===== src/rtl/battery_level_debounce_monitor_unit_macros.svh =====
// Assertion helpers for the battery level monitor. All checks run on clk
// and are disabled while rst_n is low.
`ifndef BATTERY_LEVEL_DEBOUNCE_MONITOR_UNIT_MACROS_SVH
`define BATTERY_LEVEL_DEBOUNCE_MONITOR_UNIT_MACROS_SVH

// Same-cycle implication.
`define BLDM_ASSERT_IMP(label, ante, cons) \
  label: assert property (@(posedge clk) disable iff (!rst_n) (ante) |-> (cons)) \
    else $error("battery level monitor: same-cycle check failed");

// Next-cycle implication.
`define BLDM_ASSERT_NXT(label, ante, cons) \
  label: assert property (@(posedge clk) disable iff (!rst_n) (ante) |=> (cons)) \
    else $error("battery level monitor: next-cycle check failed");

`endif


===== src/rtl/bldm_pkg.sv =====
package bldm_pkg;

  localparam int unsigned LEVEL_W = 8;
  localparam int unsigned COUNT_W = 16;
  localparam int unsigned ADDR_W  = 5;
  localparam int unsigned DATA_W  = 32;
  localparam int unsigned IDX_W   = 3;

  // Register indexes (byte address = 4 * index)
  localparam logic [IDX_W-1:0] REG_WARN_ENTER = 3'd0;
  localparam logic [IDX_W-1:0] REG_WARN_EXIT  = 3'd1;
  localparam logic [IDX_W-1:0] REG_LOW_ENTER  = 3'd2;
  localparam logic [IDX_W-1:0] REG_LOW_EXIT   = 3'd3;
  localparam logic [IDX_W-1:0] REG_EMPTY      = 3'd4;
  localparam logic [IDX_W-1:0] REG_SETTLE     = 3'd5;

  localparam logic [LEVEL_W-1:0] WARN_ENTER_RST = 8'd40;
  localparam logic [LEVEL_W-1:0] WARN_EXIT_RST  = 8'd42;
  localparam logic [LEVEL_W-1:0] LOW_ENTER_RST  = 8'd35;
  localparam logic [LEVEL_W-1:0] LOW_EXIT_RST   = 8'd37;
  localparam logic [LEVEL_W-1:0] EMPTY_RST      = 8'd32;
  localparam logic [COUNT_W-1:0] SETTLE_RST     = 16'd10;
  localparam logic [LEVEL_W-1:0] LOWEST_RST     = 8'hFF;

  // Reported supply status
  localparam logic [1:0] STATUS_NORMAL = 2'd0;
  localparam logic [1:0] STATUS_WARN   = 2'd1;
  localparam logic [1:0] STATUS_LOW    = 2'd2;
  localparam logic [1:0] STATUS_EMPTY  = 2'd3;

  // Reported level state codes
  localparam logic [2:0] CODE_NORMAL = 3'd0;
  localparam logic [2:0] CODE_N2W    = 3'd1;
  localparam logic [2:0] CODE_W2N    = 3'd2;
  localparam logic [2:0] CODE_WARN   = 3'd3;
  localparam logic [2:0] CODE_W2L    = 3'd4;
  localparam logic [2:0] CODE_L2W    = 3'd5;
  localparam logic [2:0] CODE_LOW    = 3'd6;

  typedef enum logic [6:0] {
    ST_NORMAL = 7'b0000001,
    ST_N2W    = 7'b0000010,
    ST_W2N    = 7'b0000100,
    ST_WARN   = 7'b0001000,
    ST_W2L    = 7'b0010000,
    ST_L2W    = 7'b0100000,
    ST_LOW    = 7'b1000000
  } level_t;

  typedef struct packed {
    logic [LEVEL_W-1:0] warn_enter;
    logic [LEVEL_W-1:0] warn_exit;
    logic [LEVEL_W-1:0] low_enter;
    logic [LEVEL_W-1:0] low_exit;
    logic [LEVEL_W-1:0] empty;
    logic [COUNT_W-1:0] settle;
  } cfg_t;

  typedef struct packed {
    logic [1:0]         supply_status;
    logic [2:0]         level_state;
    logic [LEVEL_W-1:0] lowest_voltage;
  } result_t;

  function automatic logic [2:0] level_code(level_t st);
    logic [2:0] code;
    unique case (st)
      ST_NORMAL: code = CODE_NORMAL;
      ST_N2W:    code = CODE_N2W;
      ST_W2N:    code = CODE_W2N;
      ST_WARN:   code = CODE_WARN;
      ST_W2L:    code = CODE_W2L;
      ST_L2W:    code = CODE_L2W;
      ST_LOW:    code = CODE_LOW;
      default:   code = CODE_NORMAL;
    endcase
    return code;
  endfunction

endpackage


===== src/rtl/battery_level_debounce_monitor_unit.sv =====
// Battery level monitor, one supply channel. Each voltage beat (tenths of a
// volt) yields exactly one result beat: the supply status (normal, warn, low,
// empty), the seven-state level code after the reading and the lowest reading
// since reset. Level changes pass through a pending state and commit only
// after settle_count further pending readings without crossing back. Output
// valid rises in the cycle after input accept, and a new reading is taken every
// cycle unless out_ready stalls: the comparisons, the counter update and the
// lowest-value compare sit between the level state registers and the output
// register, so the single state update per beat sets the rate at one beat per
// clock. The output register frees as its beat is taken, so input and output
// may both move in the same cycle. Thresholds and the settle count live in an
// APB-style register file (byte address 4 * index, pready always high); the
// user must write them only while no beat is in flight, unchecked by the block.
module battery_level_debounce_monitor_unit
  import bldm_pkg::*;
(
  input  logic               clk,
  input  logic               rst_n,
  // configuration port
  input  logic               psel,
  input  logic               penable,
  input  logic               pwrite,
  input  logic [ADDR_W-1:0]  paddr,
  input  logic [DATA_W-1:0]  pwdata,
  output logic [DATA_W-1:0]  prdata,
  output logic               pready,
  // reading channel
  input  logic               in_valid,
  output logic               in_ready,
  input  logic [LEVEL_W-1:0] in_voltage,
  // result channel
  output logic               out_valid,
  input  logic               out_ready,
  output logic [1:0]         out_supply_status,
  output logic [2:0]         out_level_state,
  output logic [LEVEL_W-1:0] out_lowest_voltage
);

  cfg_t    cfg;
  result_t res;
  result_t res_r;
  logic    out_valid_r;
  logic    accept;

  // Take a new beat whenever the output register is empty or being drained.
  assign in_ready = !out_valid_r || out_ready;
  assign accept   = in_valid && in_ready;
  assign pready   = 1'b1;

  bldm_regs u_regs (
    .clk     (clk),
    .rst_n   (rst_n),
    .psel    (psel),
    .penable (penable),
    .pwrite  (pwrite),
    .paddr   (paddr),
    .pwdata  (pwdata),
    .prdata  (prdata),
    .cfg     (cfg)
  );

  // Level machine, debounce counter and lowest-reading tracker; advance on accept.
  bldm_core u_core (
    .clk     (clk),
    .rst_n   (rst_n),
    .step    (accept),
    .voltage (in_voltage),
    .cfg     (cfg),
    .res     (res)
  );

  // Output register: load on accept, drop valid once the beat is taken.
  always_ff @(posedge clk) begin
    if (!rst_n) begin
      out_valid_r <= 1'b0;
    end else if (accept) begin
      out_valid_r <= 1'b1;
    end else if (out_ready) begin
      out_valid_r <= 1'b0;
    end
  end

  always_ff @(posedge clk) begin
    if (accept) begin
      res_r <= res;
    end
  end

  assign out_valid          = out_valid_r;
  assign out_supply_status  = res_r.supply_status;
  assign out_level_state    = res_r.level_state;
  assign out_lowest_voltage = res_r.lowest_voltage;

endmodule


===== src/rtl/bldm_regs.sv =====
module bldm_regs
  import bldm_pkg::*;
(
  input  logic              clk,
  input  logic              rst_n,
  input  logic              psel,
  input  logic              penable,
  input  logic              pwrite,
  input  logic [ADDR_W-1:0] paddr,
  input  logic [DATA_W-1:0] pwdata,
  output logic [DATA_W-1:0] prdata,
  output cfg_t              cfg
);

  cfg_t             cfg_r;
  logic [IDX_W-1:0] idx;
  logic             wr_en;

  assign idx   = paddr[ADDR_W-1:2];
  assign wr_en = psel && penable && pwrite;

  always_ff @(posedge clk) begin
    if (!rst_n) begin
      cfg_r.warn_enter <= WARN_ENTER_RST;
      cfg_r.warn_exit  <= WARN_EXIT_RST;
      cfg_r.low_enter  <= LOW_ENTER_RST;
      cfg_r.low_exit   <= LOW_EXIT_RST;
      cfg_r.empty      <= EMPTY_RST;
      cfg_r.settle     <= SETTLE_RST;
    end else if (wr_en) begin
      unique case (idx)
        REG_WARN_ENTER: cfg_r.warn_enter <= pwdata[LEVEL_W-1:0];
        REG_WARN_EXIT:  cfg_r.warn_exit  <= pwdata[LEVEL_W-1:0];
        REG_LOW_ENTER:  cfg_r.low_enter  <= pwdata[LEVEL_W-1:0];
        REG_LOW_EXIT:   cfg_r.low_exit   <= pwdata[LEVEL_W-1:0];
        REG_EMPTY:      cfg_r.empty      <= pwdata[LEVEL_W-1:0];
        REG_SETTLE:     cfg_r.settle     <= pwdata[COUNT_W-1:0];
        default: ;
      endcase
    end
  end

  always_comb begin
    unique case (idx)
      REG_WARN_ENTER: prdata = {{(DATA_W-LEVEL_W){1'b0}}, cfg_r.warn_enter};
      REG_WARN_EXIT:  prdata = {{(DATA_W-LEVEL_W){1'b0}}, cfg_r.warn_exit};
      REG_LOW_ENTER:  prdata = {{(DATA_W-LEVEL_W){1'b0}}, cfg_r.low_enter};
      REG_LOW_EXIT:   prdata = {{(DATA_W-LEVEL_W){1'b0}}, cfg_r.low_exit};
      REG_EMPTY:      prdata = {{(DATA_W-LEVEL_W){1'b0}}, cfg_r.empty};
      REG_SETTLE:     prdata = {{(DATA_W-COUNT_W){1'b0}}, cfg_r.settle};
      default:        prdata = '0;
    endcase
  end

  assign cfg = cfg_r;

endmodule


===== src/rtl/bldm_core.sv =====
`include "battery_level_debounce_monitor_unit_macros.svh"

module bldm_core
  import bldm_pkg::*;
(
  input  logic               clk,
  input  logic               rst_n,
  input  logic               step,
  input  logic [LEVEL_W-1:0] voltage,
  input  cfg_t               cfg,
  output result_t            res
);

  level_t             state_r, state_nxt;
  logic [COUNT_W-1:0] cnt_r, cnt_nxt;
  logic [LEVEL_W-1:0] lowest_r, lowest_nxt;
  logic               pending, back_out;
  level_t             origin, target;
  logic [1:0]         status;
  logic               in_pending;

  always_comb begin
    lowest_nxt = (voltage < lowest_r) ? voltage : lowest_r;
    state_nxt  = state_r;
    pending    = 1'b0;
    back_out   = 1'b0;
    origin     = state_r;
    target     = state_r;

    unique case (state_r)
      ST_NORMAL: begin
        if (voltage < cfg.warn_enter) state_nxt = ST_N2W;
      end
      ST_N2W: begin
        pending  = 1'b1;
        back_out = voltage >= cfg.warn_enter;
        origin   = ST_NORMAL;
        target   = ST_WARN;
      end
      ST_W2N: begin
        pending  = 1'b1;
        back_out = voltage <= cfg.warn_exit;
        origin   = ST_WARN;
        target   = ST_NORMAL;
      end
      ST_WARN: begin
        if (voltage > cfg.warn_exit) begin
          state_nxt = ST_W2N;
        end else if (voltage < cfg.low_enter) begin
          state_nxt = ST_W2L;
        end
      end
      ST_W2L: begin
        pending  = 1'b1;
        back_out = voltage >= cfg.low_enter;
        origin   = ST_WARN;
        target   = ST_LOW;
      end
      ST_L2W: begin
        pending  = 1'b1;
        back_out = voltage <= cfg.low_exit;
        origin   = ST_LOW;
        target   = ST_WARN;
      end
      ST_LOW: begin
        if (voltage > cfg.low_exit) state_nxt = ST_L2W;
      end
      default: ;
    endcase

    // Fall back, keep counting, or commit; clear the counter on any exit.
    cnt_nxt = cnt_r;
    if (pending) begin
      if (back_out) begin
        cnt_nxt   = '0;
        state_nxt = origin;
      end else if (cnt_r < cfg.settle) begin
        cnt_nxt   = cnt_r + 1'b1;
      end else begin
        cnt_nxt   = '0;
        state_nxt = target;
      end
    end
  end

  always_comb begin
    case (state_nxt) inside
      ST_WARN, ST_W2L, ST_W2N: status = STATUS_WARN;
      ST_LOW, ST_L2W:          status = (voltage < cfg.empty) ? STATUS_EMPTY : STATUS_LOW;
      default:                 status = STATUS_NORMAL;
    endcase
  end

  always_ff @(posedge clk) begin
    if (!rst_n) begin
      state_r  <= ST_NORMAL;
      cnt_r    <= '0;
      lowest_r <= LOWEST_RST;
    end else if (step) begin
      state_r  <= state_nxt;
      cnt_r    <= cnt_nxt;
      lowest_r <= lowest_nxt;
    end
  end

  assign res.supply_status  = status;
  assign res.level_state    = level_code(state_nxt);
  assign res.lowest_voltage = lowest_nxt;

  assign in_pending = (state_r == ST_N2W) || (state_r == ST_W2N) ||
                      (state_r == ST_W2L) || (state_r == ST_L2W);

  `BLDM_ASSERT_IMP(a_count_only_pending, cnt_r != '0, in_pending)
  `BLDM_ASSERT_NXT(a_lowest_monotonic, 1'b1, lowest_r <= $past(lowest_r))
  `BLDM_ASSERT_NXT(a_normal_exit, state_r == ST_NORMAL, state_r == ST_NORMAL || state_r == ST_N2W)

endmodule


===== config.mk =====
export PLATFORM = sky130hd
export DESIGN_NAME = battery_level_debounce_monitor_unit
export DESIGN_NICKNAME = d
export VERILOG_FILES = /design/src/rtl/bldm_pkg.sv /design/src/rtl/battery_level_debounce_monitor_unit.sv /design/src/rtl/bldm_regs.sv /design/src/rtl/bldm_core.sv
export VERILOG_INCLUDE_DIRS = /design/src /design/src/rtl
export SDC_FILE = /design/constraint.sdc
export NUM_CORES = 1
export LEC_CHECK = 0
export ABC_AREA = 1
export BUFFER_PORTS_ARGS = -buffer_cell sky130_fd_sc_hd__buf_2
export CORE_ASPECT_RATIO = 1.1
export CORE_MARGIN = 1.5
export CORE_UTILIZATION = 55
export CTS_CLUSTER_SIZE = 12
export DETAILED_ROUTE_END_ITERATION = 7
export PLACE_DENSITY = 0.78
export SYNTH_ARGS = -nofsm -noshare
export SYNTH_HDL_FRONTEND = slang
export SYNTH_SLANG_ARGS = --single-unit

===== constraint.sdc =====
create_clock -name clk -period 3 [get_ports clk]
set_input_delay 0.3 -clock clk [delete_from_list [all_inputs] [get_ports clk]]
set_output_delay 0.3 -clock clk [all_outputs]
set_load 0.01 [all_outputs]

==> results.sh <==
export IMPL_hpwl_um=10920
export IMPL_postCtsHoldBufs=0
export IMPL_cp_required_ns=3.10
export IMPL_cts_buffers=9
export IMPL_ir_drop_mv=0.2608
export IMPL_die_area_mm2=0.01188
export IMPL_layout_commonest_cell="nand2_1"
export IMPL_hp_class="input port to flip-flop"
export IMPL_cts_sinks=101
export IMPL_rr_endpoint="out_level_state[2]$_DFFE_PP_"
export IMPL_postCtsSetupBuffers=0
export IMPL_nets=998
export IMPL_powerDensity_mw_per_mm2=452.8
export IMPL_final_util=0.6298
export IMPL_initial_core_util=0.5663
export IMPL_core_mm2=0.01091
export IMPL_cts_buffer_depth=2
export IMPL_max_freq_mhz=381.8
export IMPL_netlist_instances=825
export IMPL_htreeDepth=3
export IMPL_drc=0
export IMPL_area_growth_pct=11.22
export IMPL_rsz0062_at_grt="false"
export IMPL_hold_path_startpoint="pwdata[13]"
export IMPL_dp_cells=1020
export IMPL_grt_total_usage=0.2556
export IMPL_layout_min_cycle_time_ns=2.619
export IMPL_die_y_um=114.2
export IMPL_vias=5497
export IMPL_synth_cell_type_count=42
export IMPL_synth_top_area_share=0.2851
export IMPL_tns_ns=0
export IMPL_hold_end="u_regs.cfg[13]$_SDFFE_PN0P_"
export IMPL_cts_tree="yes"
export IMPL_leakage_nw=3.156
export IMPL_crit_type="flip-flop to flip-flop"
export IMPL_finalMaxSlewViolations=0
export IMPL_post_drt_wl_per_cell_um=14.00
export IMPL_start_kind="flip-flop"
export IMPL_hold_depth=3
export IMPL_status="finished clean"
export IMPL_r2r_start="u_regs.cfg[55]$_SDFFE_PN0P_"
export IMPL_die_w_um=104.1
export IMPL_via_per_inst=5.306
export IMPL_grt_pass1_wl_um=24150
export IMPL_clk_latency_ns=0.35
export IMPL_ys_ff_latch=101
export IMPL_grt_pass1_vias=5112
export IMPL_reg2reg_slack_ns=0.38
export IMPL_report_power_total_mw=3.112
export IMPL_antenna_left=0
export IMPL_synth_top_cells_by_area="dfxtp_1, ha_1, nand2_1, inv_1, a21oi_1"
export IMPL_ys_seq_area_frac=0.3483
export IMPL_yosysTopAreaCell="dfxtp_1"
export IMPL_first_pass_iters=6
export IMPL_gr_total_overflow=0
export IMPL_place_gp_congestion=0.8994
export IMPL_drive_gt1_frac=0.1361
export IMPL_final_cell_mix="nand2_1, inv_1, dfxtp_1"
export IMPL_grt_max_degree=41
export IMPL_clock_root_buffer="clkbuf_16"
export IMPL_yosys_warnings=0
export IMPL_setup_viol=0
export IMPL_worst_pin_slew_ns=1.057
export IMPL_antenna_found_initial=0
export IMPL_wl_um=14510
export IMPL_fin_skew_ns=0.004796
export IMPL_worstSetupEndpointType="flip-flop"
export IMPL_fin_cells=1036
export IMPL_avgSynthCellArea_um2=7.489
export IMPL_core_rowCount=40
export IMPL_synth_area_mm2=0.006178
export IMPL_path_max_fanout=10
export IMPL_clk_pin_slew_ns=0.07
export IMPL_crit_start="u_regs.cfg[55]$_SDFFE_PN0P_"
export IMPL_dr_first_iter_drc_count=218
export IMPL_ctsResizeCount=0
export IMPL_antenna_cells=0
export IMPL_slew_headroom=0.2923
export IMPL_cp_data_arrival_time_ns=2.72
export IMPL_io_buffers=64
export IMPL_hold_violations=0
export IMPL_num_io_pins=100
export IMPL_post_route_period_util=0.8730
export IMPL_r2r_cells=14
export IMPL_cap_violations=0
[per-layer routing]
metal | track usage | up-vias | part of all wire
met5 | 0 | - | 0
met4 | 0.09167 | 0 | 0.018
met3 | 0.03472 | 21 | 0.049
met2 | 0.4517 | 150 | 0.48
met1 | 0.3206 | 2469 | 0.46
li1 | - | 2857 | -
[worst max-delay path, cell delays in order, from the launching register on]
cell and delay [ns]:
dfxtp_1 0.33, inv_1 0.06, ha_1 0.28, a21o_1 0.16
nor2_1 0.23, nand3_1 0.19, nand2_1 0.11, nand2_2 0.09
nor2_4 0.24, nand3_1 0.17, nand2_1 0.12, nor2_1 0.06
nand2_2 0.07, nand2_2 0.06, or2_1 0.20
[stage by stage]
stage / cell area [um^2] / setup slack, ns / hold WS [ns]
after floorplan: 6235 / 0.7947 / 0.4132
after global placement: 6574 / 0.3048 / 0.4588
after detailed placement: 6574 / 0.2730 / 0.4671
after CTS: 6872 / 0.3893 / 0.2191
after global routing: 6872 / 0.1705 / 0.2394
final: 6872 / 0.3811 / 0.2269
[registers in the layout, indices dropped and copies added (netlist names)]
name and count:
out_valid 1, u_core.lowest_r 8, u_core.state_r 7, u_regs.cfg 56
u_core.cnt_r 16, out_level_state 3, out_lowest_voltage 8, out_supply_status 2
[cell usage after synthesis]
cell       number
nand2_1       119
inv_1         118
dfxtp_1        88
a21oi_1        87
nor2_1         73
o21ai_0        70
ha_1           62
nand3_1        33
o211ai_1       20
buf_4          18
clkbuf_1       18
edfxtp_1       13
nand2_2        10
nand4_1         8
nor2_2          8
nor3_1          8
o22ai_1         8
xor2_1          8
inv_2           6
a211oi_1        5
a21o_1          5
a221oi_1        4
a22oi_1         4
nand3_2         3
nand3b_1        3
o221ai_1        3
a21boi_0        2
clkinv_1        2
conb_1          2
nor2_4          2
nor3_2          2
nor3b_1         2
nor4_4          2
nand2_4         1
nand3_4         1
o2111ai_1       1
o211ai_2        1
o21a_1          1
o21ai_2         1
o21bai_1        1
or2_1           1
xnor2_1         1
[area by class of cell]
class / count / area [um^2]
clock buffer: 14 / 284.0
clock inverter: 2 / 13.76
fill: 1036 / 4039
inverter: 126 / 473.0
multi-input combinational: 577 / 3407
sequential: 101 / 2152
tap: 147 / 183.9
timing repair buffer: 69 / 357.8
[logic make-up (layout without fill, tap and decap cells)]
family,after synthesis,in the layout,synth area share
buffers and inverters,162,211,0.1094
flip-flops,101,101,0.3483
AND/OR/NAND/NOR,276,276,0.2066
other,2,17,0.001216
AO/OA/AOI/OAI,213,213,0.1962
XOR/XNOR,9,9,0.01276
adder cells (fa/ha/maj),62,62,0.1256
[worst max-delay path by stage]
stage,endpoint,cells after the start,slack (ns)
after floorplan,out_level_state[2]$_DFFE_PP_,14,0.79
after global placement,out_level_state[2]$_DFFE_PP_,14,0.30
final,out_level_state[2]$_DFFE_PP_,14,0.38
after global routing,out_supply_status[0]$_SDFFCE_PP1P_,15,0.17
after detailed placement,out_level_state[2]$_DFFE_PP_,14,0.27
after CTS,out_level_state[2]$_DFFE_PP_,14,0.39
[where the power goes]
group	internal, mW	switching (mW)
registers	1.42	0.0258
logic	0.172	0.331
clock network	0.655	0.505
total	2.25	0.861
(Power assumes the default switching activity.)
